**src/hdl/fpa_pkg.sv**
```systemverilog
// ----------------------------------------------------------------------------
// fpa_pkg: shared types and constants for the Q24.8 fixed-point ALU
// Opcodes, payload structs and the division cell record.
// ----------------------------------------------------------------------------
`default_nettype none

package fpa_pkg;

  localparam int WORD_WIDTH = 32;
  localparam int FRAC_BITS  = 8;
  // dividend magnitude shifted left by FRAC_BITS, one quotient bit per cell
  localparam int NUM_WIDTH  = WORD_WIDTH + FRAC_BITS;
  localparam int NUM_CELLS  = NUM_WIDTH;
  localparam int MAG_WIDTH  = WORD_WIDTH + 1;

  localparam logic [3:0] OP_ADD = 4'd0;
  localparam logic [3:0] OP_SUB = 4'd1;
  localparam logic [3:0] OP_MUL = 4'd2;
  localparam logic [3:0] OP_DIV = 4'd3;
  localparam logic [3:0] OP_GT  = 4'd4;
  localparam logic [3:0] OP_LT  = 4'd5;
  localparam logic [3:0] OP_GE  = 4'd6;
  localparam logic [3:0] OP_LE  = 4'd7;
  localparam logic [3:0] OP_EQ  = 4'd8;
  localparam logic [3:0] OP_NE  = 4'd9;
  localparam logic [3:0] OP_MIN = 4'd10;
  localparam logic [3:0] OP_MAX = 4'd11;
  localparam logic [3:0] OP_INC = 4'd12;
  localparam logic [3:0] OP_DEC = 4'd13;
  localparam logic [3:0] OP_I2F = 4'd14;
  localparam logic [3:0] OP_F2I = 4'd15;

  typedef struct packed {
    logic [3:0]               op;
    logic signed [WORD_WIDTH-1:0] a_raw;
    logic signed [WORD_WIDTH-1:0] b_raw;
  } fpa_in_t;

  typedef struct packed {
    logic signed [WORD_WIDTH-1:0] result_raw;
    logic                     cond;
    logic                     overflow;
    logic                     div_zero;
  } fpa_out_t;

  // record carried down the chain, one per item in flight
  typedef struct packed {
    logic                     valid;
    logic                     is_div;
    logic                     neg;     // result sign for mul/div
    logic                     dz;      // divide by zero
    logic                     a_neg;
    logic [MAG_WIDTH-1:0]     den;     // divisor magnitude
    logic [MAG_WIDTH:0]       rem;     // partial remainder
    logic [NUM_WIDTH-1:0]     num;     // dividend bits shifting out, quotient in
    logic [WORD_WIDTH-1:0]    early;   // finished result of non-divide ops
    logic                     cond;
    logic                     ovf;
  } fpa_cell_t;

  // apply sign to a magnitude with saturation; returns {ovf, word}
  function automatic logic [WORD_WIDTH:0] sat_sign(input logic neg,
                                                   input logic [NUM_WIDTH:0] m);
    logic [WORD_WIDTH:0] r;
    logic [NUM_WIDTH:0]  lim;
    lim = {{(NUM_WIDTH-WORD_WIDTH+1){1'b0}}, 1'b1, {(WORD_WIDTH-1){1'b0}}};
    if (!neg && m >= lim) begin
      r = {1'b1, 1'b0, {(WORD_WIDTH-1){1'b1}}};
    end else if (neg && m > lim) begin
      r = {1'b1, 1'b1, {(WORD_WIDTH-1){1'b0}}};
    end else if (neg) begin
      r = {1'b0, WORD_WIDTH'(~m + 1'b1)};
    end else begin
      r = {1'b0, m[WORD_WIDTH-1:0]};
    end
    return r;
  endfunction

endpackage

`default_nettype wire

```
**src/hdl/fpa_cell.sv**
```systemverilog
// ----------------------------------------------------------------------------
// fpa_cell: one restoring-division step
// Brings down one dividend bit, subtracts the divisor when it fits.
// ----------------------------------------------------------------------------
`default_nettype none

module fpa_cell
  import fpa_pkg::*;
(
  input  wire logic      clk,
  input  wire logic      rst,
  input  wire fpa_cell_t din,
  output fpa_cell_t      dout
);

  fpa_cell_t nxt;
  logic [MAG_WIDTH+1:0] trial;
  logic [MAG_WIDTH:0]   shifted;

  always_comb begin
    nxt = din;
    shifted = {din.rem[MAG_WIDTH-1:0], din.num[NUM_WIDTH-1]};
    trial = {1'b0, shifted} - {2'b00, din.den};
    nxt.num = {din.num[NUM_WIDTH-2:0], 1'b0};
    if (!trial[MAG_WIDTH+1]) begin
      nxt.rem = trial[MAG_WIDTH:0];
      nxt.num[0] = 1'b1;
    end else begin
      nxt.rem = shifted;
    end
  end

  always_ff @(posedge clk) begin
    if (rst) begin
      dout.valid <= 1'b0;
    end else begin
      dout.valid <= din.valid;
    end
    dout.is_div <= nxt.is_div;
    dout.neg    <= nxt.neg;
    dout.dz     <= nxt.dz;
    dout.a_neg  <= nxt.a_neg;
    dout.den    <= nxt.den;
    dout.rem    <= nxt.rem;
    dout.num    <= nxt.num;
    dout.early  <= nxt.early;
    dout.cond   <= nxt.cond;
    dout.ovf    <= nxt.ovf;
  end

endmodule

`default_nettype wire

```
**config.mk**
```make
export PLATFORM = sky130hd
export DESIGN_NAME = fpa_cell
export DESIGN_NICKNAME = d
export VERILOG_FILES = /design/src/hdl/fpa_pkg.sv /design/src/hdl/fpa_cell.sv
export SDC_FILE = /design/constraint.sdc
export NUM_CORES = 1
export LEC_CHECK = 0
export ABC_CLOCK_PERIOD_IN_PS = 5700
export BUFFER_PORTS_ARGS = -buffer_cell sky130_fd_sc_hd__buf_2
export CORE_MARGIN = 10
export CORE_UTILIZATION = 35
export CTS_CLUSTER_DIAMETER = 80
export DETAILED_ROUTE_END_ITERATION = 7
export SLEW_MARGIN = 20
export SYNTH_ARGS = -nofsm -noshare
export SYNTH_HDL_FRONTEND = slang
export SYNTH_SLANG_ARGS = --single-unit
```
**constraint.sdc**
```tcl
create_clock -name clk -period 5.7 [get_ports clk]
set_input_delay 0.855 -clock clk [delete_from_list [all_inputs] [get_ports clk]]
set_output_delay 0.855 -clock clk [all_outputs]
set_load 0.005 [all_outputs]
```
==> impl_table.tex <==
\begin{tabular}{lr}
\hline
Metric & Value \\
\hline
\multicolumn{2}{l}{\textbf{Run status}} \\
Status & complete, no violations \\
\multicolumn{2}{l}{\textbf{Global routing}} \\
GR Overflow Total & 0 \\
Antenna violations before repair & 6 \\
Maximum number of pins on one net before global-route repair & 32 \\
Global-route wire length before repair & 28.2 mm \\
Overall fraction of global-route tracks in use & 0.169 \\
Vias in the first global route & roughly 4,700 \\
\multicolumn{2}{l}{\textbf{Synth}} \\
Synth top area cells & dfxtp\_1, ha\_1, mux2\_4, a21oi\_1, xnor2\_1 \\
Post-synthesis register bit count & about 150 \\
Fraction of post-synthesis cell area in the top cell type by area & 0.518 \\
Share of the yosys chip area belonging to registers & 0.518 \\
Mean Syn Cell Area & approximately 11 um\^{}2 \\
Post-synth ARST share & 0 \\
Synthesized area & approximately 5600 um\^{}2 \\
Post-synth top area cell & dfxtp\_1 \\
Number of flops mapped to enable cells by yosys & 0 \\
Count of unique library cells instantiated by Yosys & 65 \\
Leading register cell type out of synthesis & dfxtp\_1 \\
Cells after synthesis & just over 500 \\
Synthesized Nets & 698 \\
Count of warnings emitted by yosys & 0 \\
\multicolumn{2}{l}{\textbf{Route}} \\
ANT nets after route & 0 \\
Router iterations before antenna repair & 4 \\
DRT iter0 DRCs & roughly 200 \\
Via Count & approximately 4,800 \\
Post-route DRC & 0 \\
Avg WL per Cell & between 15 and 20 um \\
Post-Route WL & about 19 mm \\
Vias per cell & roughly 4.6 \\
\multicolumn{2}{l}{\textbf{Floorplanning}} \\
Die extent in y & 147 um \\
Effective utilization at floorplan & 0.356 \\
\# rows & 46 \\
Full die area & approximately 22,000 um\^{}2 \\
I/O pin cnt & 294 \\
Std-Cell Core Area & between 15,000 and 20,000 um\^{}2 \\
Die boundary width & roughly 150 um \\
\multicolumn{2}{l}{\textbf{Cells and area}} \\
Commonest cells after routing, fill and taps aside & buf\_2, dfxtp\_1, inv\_1 \\
Registers with the most flip-flops & dout x146 \\
Final Instance Count excl. Fillers & 1,048 \\
Biggest register & dout \\
Area Overhead vs Synth & 40.1\% \\
Commonest non-fill, non-tap cell in the layout & buf\_2 \\
Fraction of final layout cells sized beyond drive strength 1 & 0.438 \\
Flip-flop count of the largest register after layout & between 100 and 150 \\
Nets & $\sim$1,000 \\
\multicolumn{2}{l}{\textbf{Pwr}} \\
Leak pwr & between 3 and 4 nW \\
Total power divided by cell area & 358 nW/um\^{}2 \\
VDD IR max & about 0.24 mV \\
Total power & $\sim$0.0028 W \\
\multicolumn{2}{l}{\textbf{Clock tree}} \\
CTS tree & done \\
Clk sink count & about 150 \\
CTS H-Tree Depth & 4 \\
Post-CTS setup buffer count & 0 \\
Clk buf depth & 2 \\
Post-CTS sizing & 0 \\
CTS clk-pin slew, worst paths & $\sim$0.070 ns \\
Number of hold buffers added after CTS & 0 \\
Clock tree root driver cell & clkbuf\_16 \\
Number of buffers created by CTS & 17 \\
\multicolumn{2}{l}{\textbf{STA}} \\
Final critical-path setup slack & $\sim$2.5 ns \\
Number of failing setup endpoints in the final timing report & 0 \\
Worst slew margin & 0.533 \\
Number of hold violations in the final report & 0 \\
Final-layout setup total negative slack & 0 ns \\
Total count of max-transition violations in the final report & 0 \\
RSZ-0062 raised after global routing & false \\
Crit share post-route & 0.566 \\
Maximum clock frequency & roughly 0.31 GHz \\
Pin slew with the least headroom to its limit & slightly below 0.7 ns \\
Fin crit period & about 3.2 ns \\
\multicolumn{2}{l}{\textbf{Critical path}} \\
Most repeated library cell on the critical path & inv\_1 \\
Required time reported for the critical path endpoint & 6.01 ns \\
Critical Path Source Type & primary input \\
Critical path cell sequence & buf\_2, inv\_1, ha\_1, inv\_1, fa\_1, a211oi\_2, o21ai\_2, a21oi\_2, o41ai\_2, a21o\_4, nor2\_4, inv\_6, mux2\_1 \\
CP Max Fanout & 31 \\
Crit-path max cell delay & between 0.5 and 0.6 ns \\
Critical path type & in2reg \\
Category of cells accounting for the largest share of critical-path delay & compound AO/OA/AOI/OAI gates \\
Data arrival time of the worst path & 3.53 ns \\
Buffering stage count on the worst path with inverters included & 4 \\
Cell with the largest stage delay on the worst path & o41ai\_2 \\
Endpoint class of the critical path & flop \\
\multicolumn{2}{l}{\textbf{Place}} \\
Placed Cells & 1,012 \\
Worst slack, placed & just over 2 ns \\
Final GP Congestion & between 0.9 and 1 \\
Port Buffers & 292 \\
Detailed Place HPWL & 15.8 mm \\
\multicolumn{2}{l}{\textbf{Job}} \\
Maximum capacitance violations & 0 \\
\multicolumn{2}{l}{\textbf{Worst hold path}} \\
Hold-critical path endpoint & dout[41] \\
Cell count of the worst hold path & 1 \\
Source of the worst hold timing path & din[40] \\
Hold Crit Class & in2reg \\
\hline
\end{tabular}
==> synthesized netlist by cell type (2+ instances only) <==
cell	n
mux2_4	25
xnor2_1	20
nand2b_1	4
nor2_1	19
nand3_1	7
nor2b_1	7
o21bai_1	4
xor2_1	7
a22oi_1	4
mux2_1	3
nor3_1	5
o211a_1	2
o21ai_0	11
o31ai_1	6
clkbuf_1	2
a21o_1	8
nand4_1	7
inv_1	45
nand2_2	2
a211oi_1	3
a21oi_1	41
o211ai_1	8
a31oi_1	5
nand3b_1	2
a211oi_2	2
and2_1	3
ha_1	33
o21ai_1	9
buf_2	6
and3_1	5
buf_12	3
o21a_1	4
dfxtp_1	146
nand2_1	27
==> logic make-up (layout without fill, tap and decap cells) <==
group / count (synthesis) / count (layout) / synth area share
AO/OA/AOI/OAI: 124 / 124 / 0.149
multiplexers: 29 / 29 / 0.0743
AND/OR/NAND/NOR: 98 / 98 / 0.0892
XOR/XNOR: 27 / 27 / 0.0419
flip-flops: 146 / 146 / 0.518
buffers and inverters: 58 / 370 / 0.0502
other: 0 / 4 / 0
adder cells (fa/ha/maj): 34 / 34 / 0.0768
==> worst max-delay path by stage <==
stage	cells after the start	start	end
final	13	din[73]	dout[76]
after global routing	13	din[73]	dout[76]
after CTS	13	din[73]	dout[76]
after detailed placement	13	din[73]	dout[76]
after global placement	13	din[73]	dout[76]
after floorplan	13	din[73]	dout[77]
==> layer usage <==
metal | vias up | part of all wire | global-route usage
li1 | 2398 | - | -
met1 | 2180 | 0.39 | 0.177
met2 | 185 | 0.51 | 0.295
met3 | 22 | 0.083 | 0.0731
met4 | 4 | 0.018 | 0.0639
met5 | - | 0.0014 | 0
==> power breakdown <==
part	internal [W]	switching (W)
clock	0.000680	0.000485
sequential	0.00112	0.0000196
combinational	0.000263	0.000262
total	0.00206	0.000767
==> final cells by class <==
| cell class | instances | area [um^2] |
|---|---|---|
| Timing Repair Buffer | 292 | 1460 |
| Sequential cell | 146 | 2920 |
| Clock inverter | 14 | 184 |
| Inverter | 46 | 178 |
| Clock buffer | 18 | 439 |
| Antenna cell | 4 | 10.0 |
| Multi-Input combinational cell | 312 | 2430 |
| Tap cell | 216 | 270 |
| Fill cell | 1505 | 7930 |
==> stage by stage <==
stage | cell area, um^2 | util | hold slack, ns
floorplan | 5640 | - | 0.883
detailed placement | 7260 | 0.459 | 0.959
global placement | 7260 | 0.459 | 0.957
global route | 7890 | 0.499 | 0.509
finish | 7900 | 0.499 | 0.527
CTS | 7890 | 0.498 | 0.508
Power figures use the tool's default switching activity.
