===== src/hdl/fpa_pkg.sv =====
// ----------------------------------------------------------------------------
// fpa_pkg: shared types and constants for the Q24.8 fixed-point ALU
// Opcodes, payload structs and the division cell record.
// ----------------------------------------------------------------------------
`default_nettype none

package fpa_pkg;

  localparam int WORD_WIDTH = 32;
  localparam int FRAC_BITS  = 8;
  // dividend magnitude shifted left by FRAC_BITS, one quotient bit per cell
  localparam int NUM_WIDTH  = WORD_WIDTH + FRAC_BITS;
  localparam int NUM_CELLS  = NUM_WIDTH;
  localparam int MAG_WIDTH  = WORD_WIDTH + 1;

  localparam logic [3:0] OP_ADD = 4'd0;
  localparam logic [3:0] OP_SUB = 4'd1;
  localparam logic [3:0] OP_MUL = 4'd2;
  localparam logic [3:0] OP_DIV = 4'd3;
  localparam logic [3:0] OP_GT  = 4'd4;
  localparam logic [3:0] OP_LT  = 4'd5;
  localparam logic [3:0] OP_GE  = 4'd6;
  localparam logic [3:0] OP_LE  = 4'd7;
  localparam logic [3:0] OP_EQ  = 4'd8;
  localparam logic [3:0] OP_NE  = 4'd9;
  localparam logic [3:0] OP_MIN = 4'd10;
  localparam logic [3:0] OP_MAX = 4'd11;
  localparam logic [3:0] OP_INC = 4'd12;
  localparam logic [3:0] OP_DEC = 4'd13;
  localparam logic [3:0] OP_I2F = 4'd14;
  localparam logic [3:0] OP_F2I = 4'd15;

  typedef struct packed {
    logic [3:0]               op;
    logic signed [WORD_WIDTH-1:0] a_raw;
    logic signed [WORD_WIDTH-1:0] b_raw;
  } fpa_in_t;

  typedef struct packed {
    logic signed [WORD_WIDTH-1:0] result_raw;
    logic                     cond;
    logic                     overflow;
    logic                     div_zero;
  } fpa_out_t;

  // record carried down the chain, one per item in flight
  typedef struct packed {
    logic                     valid;
    logic                     is_div;
    logic                     neg;     // result sign for mul/div
    logic                     dz;      // divide by zero
    logic                     a_neg;
    logic [MAG_WIDTH-1:0]     den;     // divisor magnitude
    logic [MAG_WIDTH:0]       rem;     // partial remainder
    logic [NUM_WIDTH-1:0]     num;     // dividend bits shifting out, quotient in
    logic [WORD_WIDTH-1:0]    early;   // finished result of non-divide ops
    logic                     cond;
    logic                     ovf;
  } fpa_cell_t;

  // apply sign to a magnitude with saturation; returns {ovf, word}
  function automatic logic [WORD_WIDTH:0] sat_sign(input logic neg,
                                                   input logic [NUM_WIDTH:0] m);
    logic [WORD_WIDTH:0] r;
    logic [NUM_WIDTH:0]  lim;
    lim = {{(NUM_WIDTH-WORD_WIDTH+1){1'b0}}, 1'b1, {(WORD_WIDTH-1){1'b0}}};
    if (!neg && m >= lim) begin
      r = {1'b1, 1'b0, {(WORD_WIDTH-1){1'b1}}};
    end else if (neg && m > lim) begin
      r = {1'b1, 1'b1, {(WORD_WIDTH-1){1'b0}}};
    end else if (neg) begin
      r = {1'b0, WORD_WIDTH'(~m + 1'b1)};
    end else begin
      r = {1'b0, m[WORD_WIDTH-1:0]};
    end
    return r;
  endfunction

endpackage

`default_nettype wire


===== src/hdl/fpa_front.sv =====
// ----------------------------------------------------------------------------
// fpa_front: operand decode and every op but the division steps
// Registers the transfer; computes add/sub/compare/convert and the
// registered product of magnitudes, rounded and saturated one stage on.
// ----------------------------------------------------------------------------
`default_nettype none

module fpa_front
  import fpa_pkg::*;
(
  input  wire logic      clk,
  input  wire logic      rst,
  input  wire logic      start,
  input  wire fpa_in_t   din,
  output fpa_cell_t      dout
);

  logic [3:0]            op_q;
  logic                  v_q;
  logic [WORD_WIDTH-1:0] a_q, b_q;
  logic [2*WORD_WIDTH-1:0] prod_q;
  logic [WORD_WIDTH-1:0] ma, mb;

  assign ma = din.a_raw[WORD_WIDTH-1] ? WORD_WIDTH'(-din.a_raw) : din.a_raw;
  assign mb = din.b_raw[WORD_WIDTH-1] ? WORD_WIDTH'(-din.b_raw) : din.b_raw;

  // stage 1: register operands and the magnitude product
  always_ff @(posedge clk) begin
    if (rst) begin
      v_q <= 1'b0;
    end else begin
      v_q <= start;
    end
    op_q   <= din.op;
    a_q    <= din.a_raw;
    b_q    <= din.b_raw;
    prod_q <= ma * mb;
  end

  // stage 2: everything except the division steps
  logic                  lt, gt, eq, neg;
  logic [WORD_WIDTH:0]   mag_a, mag_b;
  logic [NUM_WIDTH:0]    pround;
  logic [WORD_WIDTH:0]   psat;
  logic [2*WORD_WIDTH:0] psum;
  fpa_cell_t             nxt;

  always_comb begin
    lt = $signed(a_q) < $signed(b_q);
    gt = $signed(a_q) > $signed(b_q);
    eq = a_q == b_q;
    neg = a_q[WORD_WIDTH-1] ^ b_q[WORD_WIDTH-1];
    mag_a = a_q[WORD_WIDTH-1] ? (MAG_WIDTH)'(-{1'b1, a_q}) : {1'b0, a_q};
    mag_b = b_q[WORD_WIDTH-1] ? (MAG_WIDTH)'(-{1'b1, b_q}) : {1'b0, b_q};
    psum = {1'b0, prod_q} + (2*WORD_WIDTH+1)'(1 << (FRAC_BITS-1));
    // clamp the shifted product into NUM_WIDTH+1 bits before saturation
    if (|psum[2*WORD_WIDTH:NUM_WIDTH+FRAC_BITS]) begin
      pround = {1'b1, {NUM_WIDTH{1'b0}}};
    end else begin
      pround = psum[NUM_WIDTH+FRAC_BITS:FRAC_BITS];
    end
    psat = sat_sign(neg, pround);

    nxt = '0;
    nxt.valid = v_q;
    nxt.neg   = neg;
    nxt.a_neg = a_q[WORD_WIDTH-1];
    nxt.den   = mag_b;
    nxt.num   = {mag_a[WORD_WIDTH-1:0], {FRAC_BITS{1'b0}}};
    case (op_q)
      OP_ADD: nxt.early = a_q + b_q;
      OP_SUB: nxt.early = a_q - b_q;
      OP_MUL: begin
        nxt.early = psat[WORD_WIDTH-1:0];
        nxt.ovf   = psat[WORD_WIDTH];
      end
      OP_DIV: begin
        nxt.is_div = 1'b1;
        nxt.dz     = (b_q == '0);
      end
      OP_GT:  nxt.cond = gt;
      OP_LT:  nxt.cond = lt;
      OP_GE:  nxt.cond = !lt;
      OP_LE:  nxt.cond = !gt;
      OP_EQ:  nxt.cond = eq;
      OP_NE:  nxt.cond = !eq;
      OP_MIN: nxt.early = lt ? a_q : b_q;
      OP_MAX: nxt.early = gt ? a_q : b_q;
      OP_INC: nxt.early = a_q + 1'b1;
      OP_DEC: nxt.early = a_q - 1'b1;
      OP_I2F: nxt.early = {a_q[WORD_WIDTH-1-FRAC_BITS:0], {FRAC_BITS{1'b0}}};
      OP_F2I: nxt.early = WORD_WIDTH'($signed(a_q) >>> FRAC_BITS);
      default: nxt.early = '0;
    endcase
  end

  always_ff @(posedge clk) begin
    if (rst) begin
      dout.valid <= 1'b0;
    end else begin
      dout.valid <= nxt.valid;
    end
    dout.is_div <= nxt.is_div;
    dout.neg    <= nxt.neg;
    dout.dz     <= nxt.dz;
    dout.a_neg  <= nxt.a_neg;
    dout.den    <= nxt.den;
    dout.rem    <= nxt.rem;
    dout.num    <= nxt.num;
    dout.early  <= nxt.early;
    dout.cond   <= nxt.cond;
    dout.ovf    <= nxt.ovf;
  end

endmodule

`default_nettype wire


===== config.mk =====
export PLATFORM = sky130hd
export DESIGN_NAME = fpa_front
export DESIGN_NICKNAME = d
export VERILOG_FILES = /design/src/hdl/fpa_pkg.sv /design/src/hdl/fpa_front.sv
export SDC_FILE = /design/constraint.sdc
export NUM_CORES = 2
export LEC_CHECK = 0
export BUFFER_PORTS_ARGS = -buffer_cell sky130_fd_sc_hd__buf_2
export CAP_MARGIN = 0
export CORE_MARGIN = 8
export CORE_UTILIZATION = 54
export DETAILED_ROUTE_END_ITERATION = 12
export GPL_ROUTABILITY_DRIVEN = 0
export PLACE_DENSITY = 0.71
export SLEW_MARGIN = 20
export SYNTH_ARGS = -nofsm -noshare
export SYNTH_HDL_FRONTEND = slang
export SYNTH_SLANG_ARGS = --single-unit

===== constraint.sdc =====
create_clock -name clk -period 19.7 [get_ports clk]
set_input_delay 1.97 -clock clk [delete_from_list [all_inputs] [get_ports clk]]
set_output_delay 1.97 -clock clk [all_outputs]
set_load 0.1 [all_outputs]

==> summary by stage <==
Timing
The worst slew margin relative to its limit is 15.2%. The clock arrives with 0.0131 ns of skew. The number of slew-limit violations in the final report was 0. The highest clock frequency the design can meet is 80.6 MHz.

The final number of hold-violating endpoints is 0. After routing, the total negative slack on setup checks comes to 0 ns. The transition at the pin with the smallest max-transition slack is 1.24 ns. Setup repair after global routing left no endpoint under its margin. Of the available clock period, the critical path in the final layout requires 63.0%.

The shortest period the worst path allows is 12.41 ns. Setup violations remaining at the end of the flow were counted as 0.

Global route
The initial antenna violation count is 14. The first-pass GRT wire length is 256,000 µm. The residual overflow from global routing is 0.

The layer flagged by global routing as most heavily used is met2. The maximum number of pins on one net before global-route repair is 58. For this run, global-route usage on met3 was measured as 10.2%. The global routing usage on met2 is 53.0%. In the global route stage, met1 resource usage came out at 40.7%. The global routing usage summed across all routing layers is 34.1%. The number of global-route vias before repair is 42.7k.

Layout
Once layout is done, the placed cells without fillers occupy 0.0512 mm². The area added between synthesis and finish is 7.59%. The sequential cell area is 0.00460 mm². The multi-input combinational cells in the finished layout cover a total of 0.0388 mm².

After the last flow step, the layout net total stands at 6,954. The filler cells instantiated in the layout total 7,833. In the final layout, the share of cells above drive strength 1 is 7.84%.

Floorplan
The I/O pin total is 217. The effective utilization at floorplan is 54.2%. The row count is 109. The die span in y is 313 µm. The total area inside the core boundary comes to 0.0878 mm². The floorplan step defined a die boundary enclosing 0.0979 mm². The horizontal die dimension is 313 µm.

Setup path
The most used cell along the critical path is sky130_fd_sc_hd__fa_1. The critical path start-end classification is input pin to flip-flop. Of all nets on the critical path, the largest fanout is 19. Data on the critical path is required at its endpoint by 20.18 ns. Data on the critical path arrives at its endpoint at 12.89 ns. The kind of launch point of the worst setup path is an input pin. The slowest stage cell on the critical path is sky130_fd_sc_hd__nor4_1. The worst setup path is captured at a flip-flop.

The largest single stage delay on the critical path is 0.76 ns.

Clock network
The root buffer cell chosen for the clock tree is sky130_fd_sc_hd__clkbuf_16. The number of buffers on the longest clock path is 3. CTS built an H-tree with a depth of 1. Clock tree synthesis inserted a total of 26 buffers. After clock tree synthesis, the clock-pin slew on the worst setup and hold paths is 0.06 ns. For this design, the CTS-stage hold fixing added 0 buffers. The clock latency reported for the late side of the worst-skew pair is 0.56 ns. The number of sinks handled by clock tree synthesis is 230. TritonCTS built the clock tree. Post-CTS timing repair inserted 0 buffers for setup. The count of cells resized by post-cts repair is 0.

Yosys
In the synthesized netlist, the number of instances is 5,597. The distinct cell type count of the synthesized netlist is 90. The number of enable flip-flop cells after synthesis is 0. The prevailing post-synth register cell is sky130_fd_sc_hd__dfxtp_1. The number of flip-flops and latches in the synthesized netlist is 230.

Of all flip-flops after synthesis, the portion carrying an async set or reset was 0%. The sequential area share after synthesis is 9.68%. During synthesis, Yosys emitted a total of 0 warnings. The post-synthesis instance area is 0.0476 mm².

The average instance area after synthesis is 8.50 µm².

Min path
The worst hold-check path type is flip-flop to flip-flop.

Placed design
The estimated wirelength of the detail-placed design is 135,000 µm. The cell area reported after detailed placement is 0.0502 mm². Port buffering added 174 buffers.

Routing
In this run, the number of DRC markers left after iteration 0 of detailed routing was 4,925. The detailed router placed 42.1k vias in this run. The via-per-instance ratio is 6.14. The number of design rule violations left after detail routing is 0.

In the final routed layout, each cell accounts on average for 24.9 µm. The first detailed-routing pass took 9 iterations. The routed wire length is 170,000 µm. The count of nets left with antenna violations once routing finished came out at 0.

Flow run
Max-cap violations in this run came to 0.

Status
The flow ran to the end, and the final reports show no timing, DRC or antenna violations.
synth_stat cells, drive strengths merged (17+ instances only):
| master | count | area, µm² |
|---|---|---|
| nand4 | 59 | 388 |
| nand2b | 37 | 231 |
| nor3 | 68 | 345 |
| buf | 72 | 473 |
| o31ai | 40 | 305 |
| inv | 966 | 3630 |
| a21oi | 164 | 821 |
| nor2b | 21 | 131 |
| a21o | 51 | 383 |
| nor2 | 714 | 2680 |
| xnor2 | 245 | 2150 |
| or3 | 33 | 211 |
| or4 | 33 | 255 |
| clkbuf | 229 | 861 |
| dfxtp | 230 | 4600 |
| ha | 329 | 4120 |
| a222oi | 18 | 180 |
| xor2 | 117 | 1020 |
| a211oi | 18 | 140 |
| o21ai | 167 | 836 |
| nor4 | 43 | 309 |
| a31oi | 21 | 131 |
| o211ai | 17 | 128 |
| a221oi | 17 | 149 |
| fa | 897 | 18000 |
| o21a | 27 | 203 |
| nand3 | 78 | 395 |
| nand2 | 612 | 2300 |
| and3 | 33 | 206 |
flip-flops by register name, summed over array words and instances (netlist names):
register and count:
b_q 32, a_q 32, v_q 1, op_q 4
prod_q 57, dout 104
final cells by class:
| class | instances | share of cell area [%] |
|---|---|---|
| Sequential cell | 230 | 8.99 |
| Clock inverter | 14 | 0.428 |
| Inverter | 968 | 7.10 |
| Tap cell | 1165 | 2.85 |
| Antenna cell | 8 | 0.0391 |
| Clock buffer | 34 | 1.43 |
| Timing Repair Buffer | 292 | 3.44 |
| Multi-Input combinational cell | 4139 | 75.7 |
cells in the final DEF (no fill, tap or decap), types with 14 or more instances in the layout:
master	n
sky130_fd_sc_hd__xor2_2	22
sky130_fd_sc_hd__nand2b_1	37
sky130_fd_sc_hd__o221ai_1	16
sky130_fd_sc_hd__dfxtp_1	230
sky130_fd_sc_hd__a31oi_1	21
sky130_fd_sc_hd__nand2_1	612
sky130_fd_sc_hd__or3_1	32
sky130_fd_sc_hd__and2_1	14
sky130_fd_sc_hd__buf_4	117
sky130_fd_sc_hd__or2_2	14
sky130_fd_sc_hd__o21bai_1	16
sky130_fd_sc_hd__nor4_1	37
sky130_fd_sc_hd__buf_2	174
sky130_fd_sc_hd__o211ai_1	17
sky130_fd_sc_hd__a222oi_1	18
sky130_fd_sc_hd__o21a_1	27
sky130_fd_sc_hd__a21o_1	51
sky130_fd_sc_hd__nand3_1	77
sky130_fd_sc_hd__nand4_1	56
sky130_fd_sc_hd__fa_1	897
sky130_fd_sc_hd__mux2i_1	14
sky130_fd_sc_hd__a221oi_1	17
sky130_fd_sc_hd__or4_1	31
sky130_fd_sc_hd__o21ai_0	163
sky130_fd_sc_hd__xnor2_2	20
sky130_fd_sc_hd__xnor2_1	218
sky130_fd_sc_hd__o41ai_1	15
sky130_fd_sc_hd__conb_1	43
sky130_fd_sc_hd__ha_1	329
sky130_fd_sc_hd__and3_1	33
sky130_fd_sc_hd__xor2_1	88
sky130_fd_sc_hd__nor2b_1	21
sky130_fd_sc_hd__nor3_1	67
sky130_fd_sc_hd__clkbuf_16	27
sky130_fd_sc_hd__a211oi_1	17
sky130_fd_sc_hd__a21oi_1	164
sky130_fd_sc_hd__inv_1	966
sky130_fd_sc_hd__nor2_1	714
sky130_fd_sc_hd__o31ai_1	39
path summary, 6_finish.rpt:
kind	from	slack, ns	end	depth (start not counted)
max	din[35]	7.29	prod_q[61]$_DFF_P_	32
min	v_q$_SDFF_PP0_	0.46	dout[145]$_SDFF_PP0_	1
max reg2reg	prod_q[9]$_DFF_P_	11.99	dout[15]$_DFF_P_	18
min reg2reg	v_q$_SDFF_PP0_	0.46	dout[145]$_SDFF_PP0_	1
per-layer routing:
metal / share of wire, % / vias to the layer above / routed length [µm]
li1: - / 17700 / -
met1: 34 / 20600 / 57400
met2: 44 / 2970 / 74600
met3: 14 / 855 / 23400
met4: 8.8 / 8 / 15100
met5: 0.024 / - / 41
metrics by stage:
step                      utilization [%]  std cells  hold WS (ns)  setup slack, ns
after CTS                            58.2       6842         0.461             7.65
after detailed placement             57.1       6794         0.449             7.12
after floorplan                         -       5639         0.371             8.50
after global routing                 58.3       6847         0.484             6.96
after global placement               57.1       6793         0.442             7.17
final                                58.3       6850         0.460             7.29
logic make-up (layout without fill, tap and decap cells):
family                     count (synthesis)  in the layout  share of synthesized area [%]
and+or+nand+nor                         1790           1790                           16.6
other                                      1             51                        0.00788
xor gates and xnor gates                 362            362                           6.66
muxes                                     21             21                          0.458
buffers and inverters                   1270           1308                           10.5
adders and majority gates               1226           1226                           46.4
DFF                                      230            230                           9.68
AOI/OAI and AO/OA                        697            697                           9.76
critical path: cells and delay by family:
family | cells | cell delay, ns
XOR/XNOR | 2 | 0.50
adder cells (fa/ha/maj) | 9 | 4.21
buffers and inverters | 6 | 0.73
AO/OA/AOI/OAI | 8 | 2.74
AND/OR/NAND/NOR | 7 | 2.73
Power is left out: the tool's default activity adds up to more than one toggle a clock period on the data nets, which glitch-free logic cannot reach.
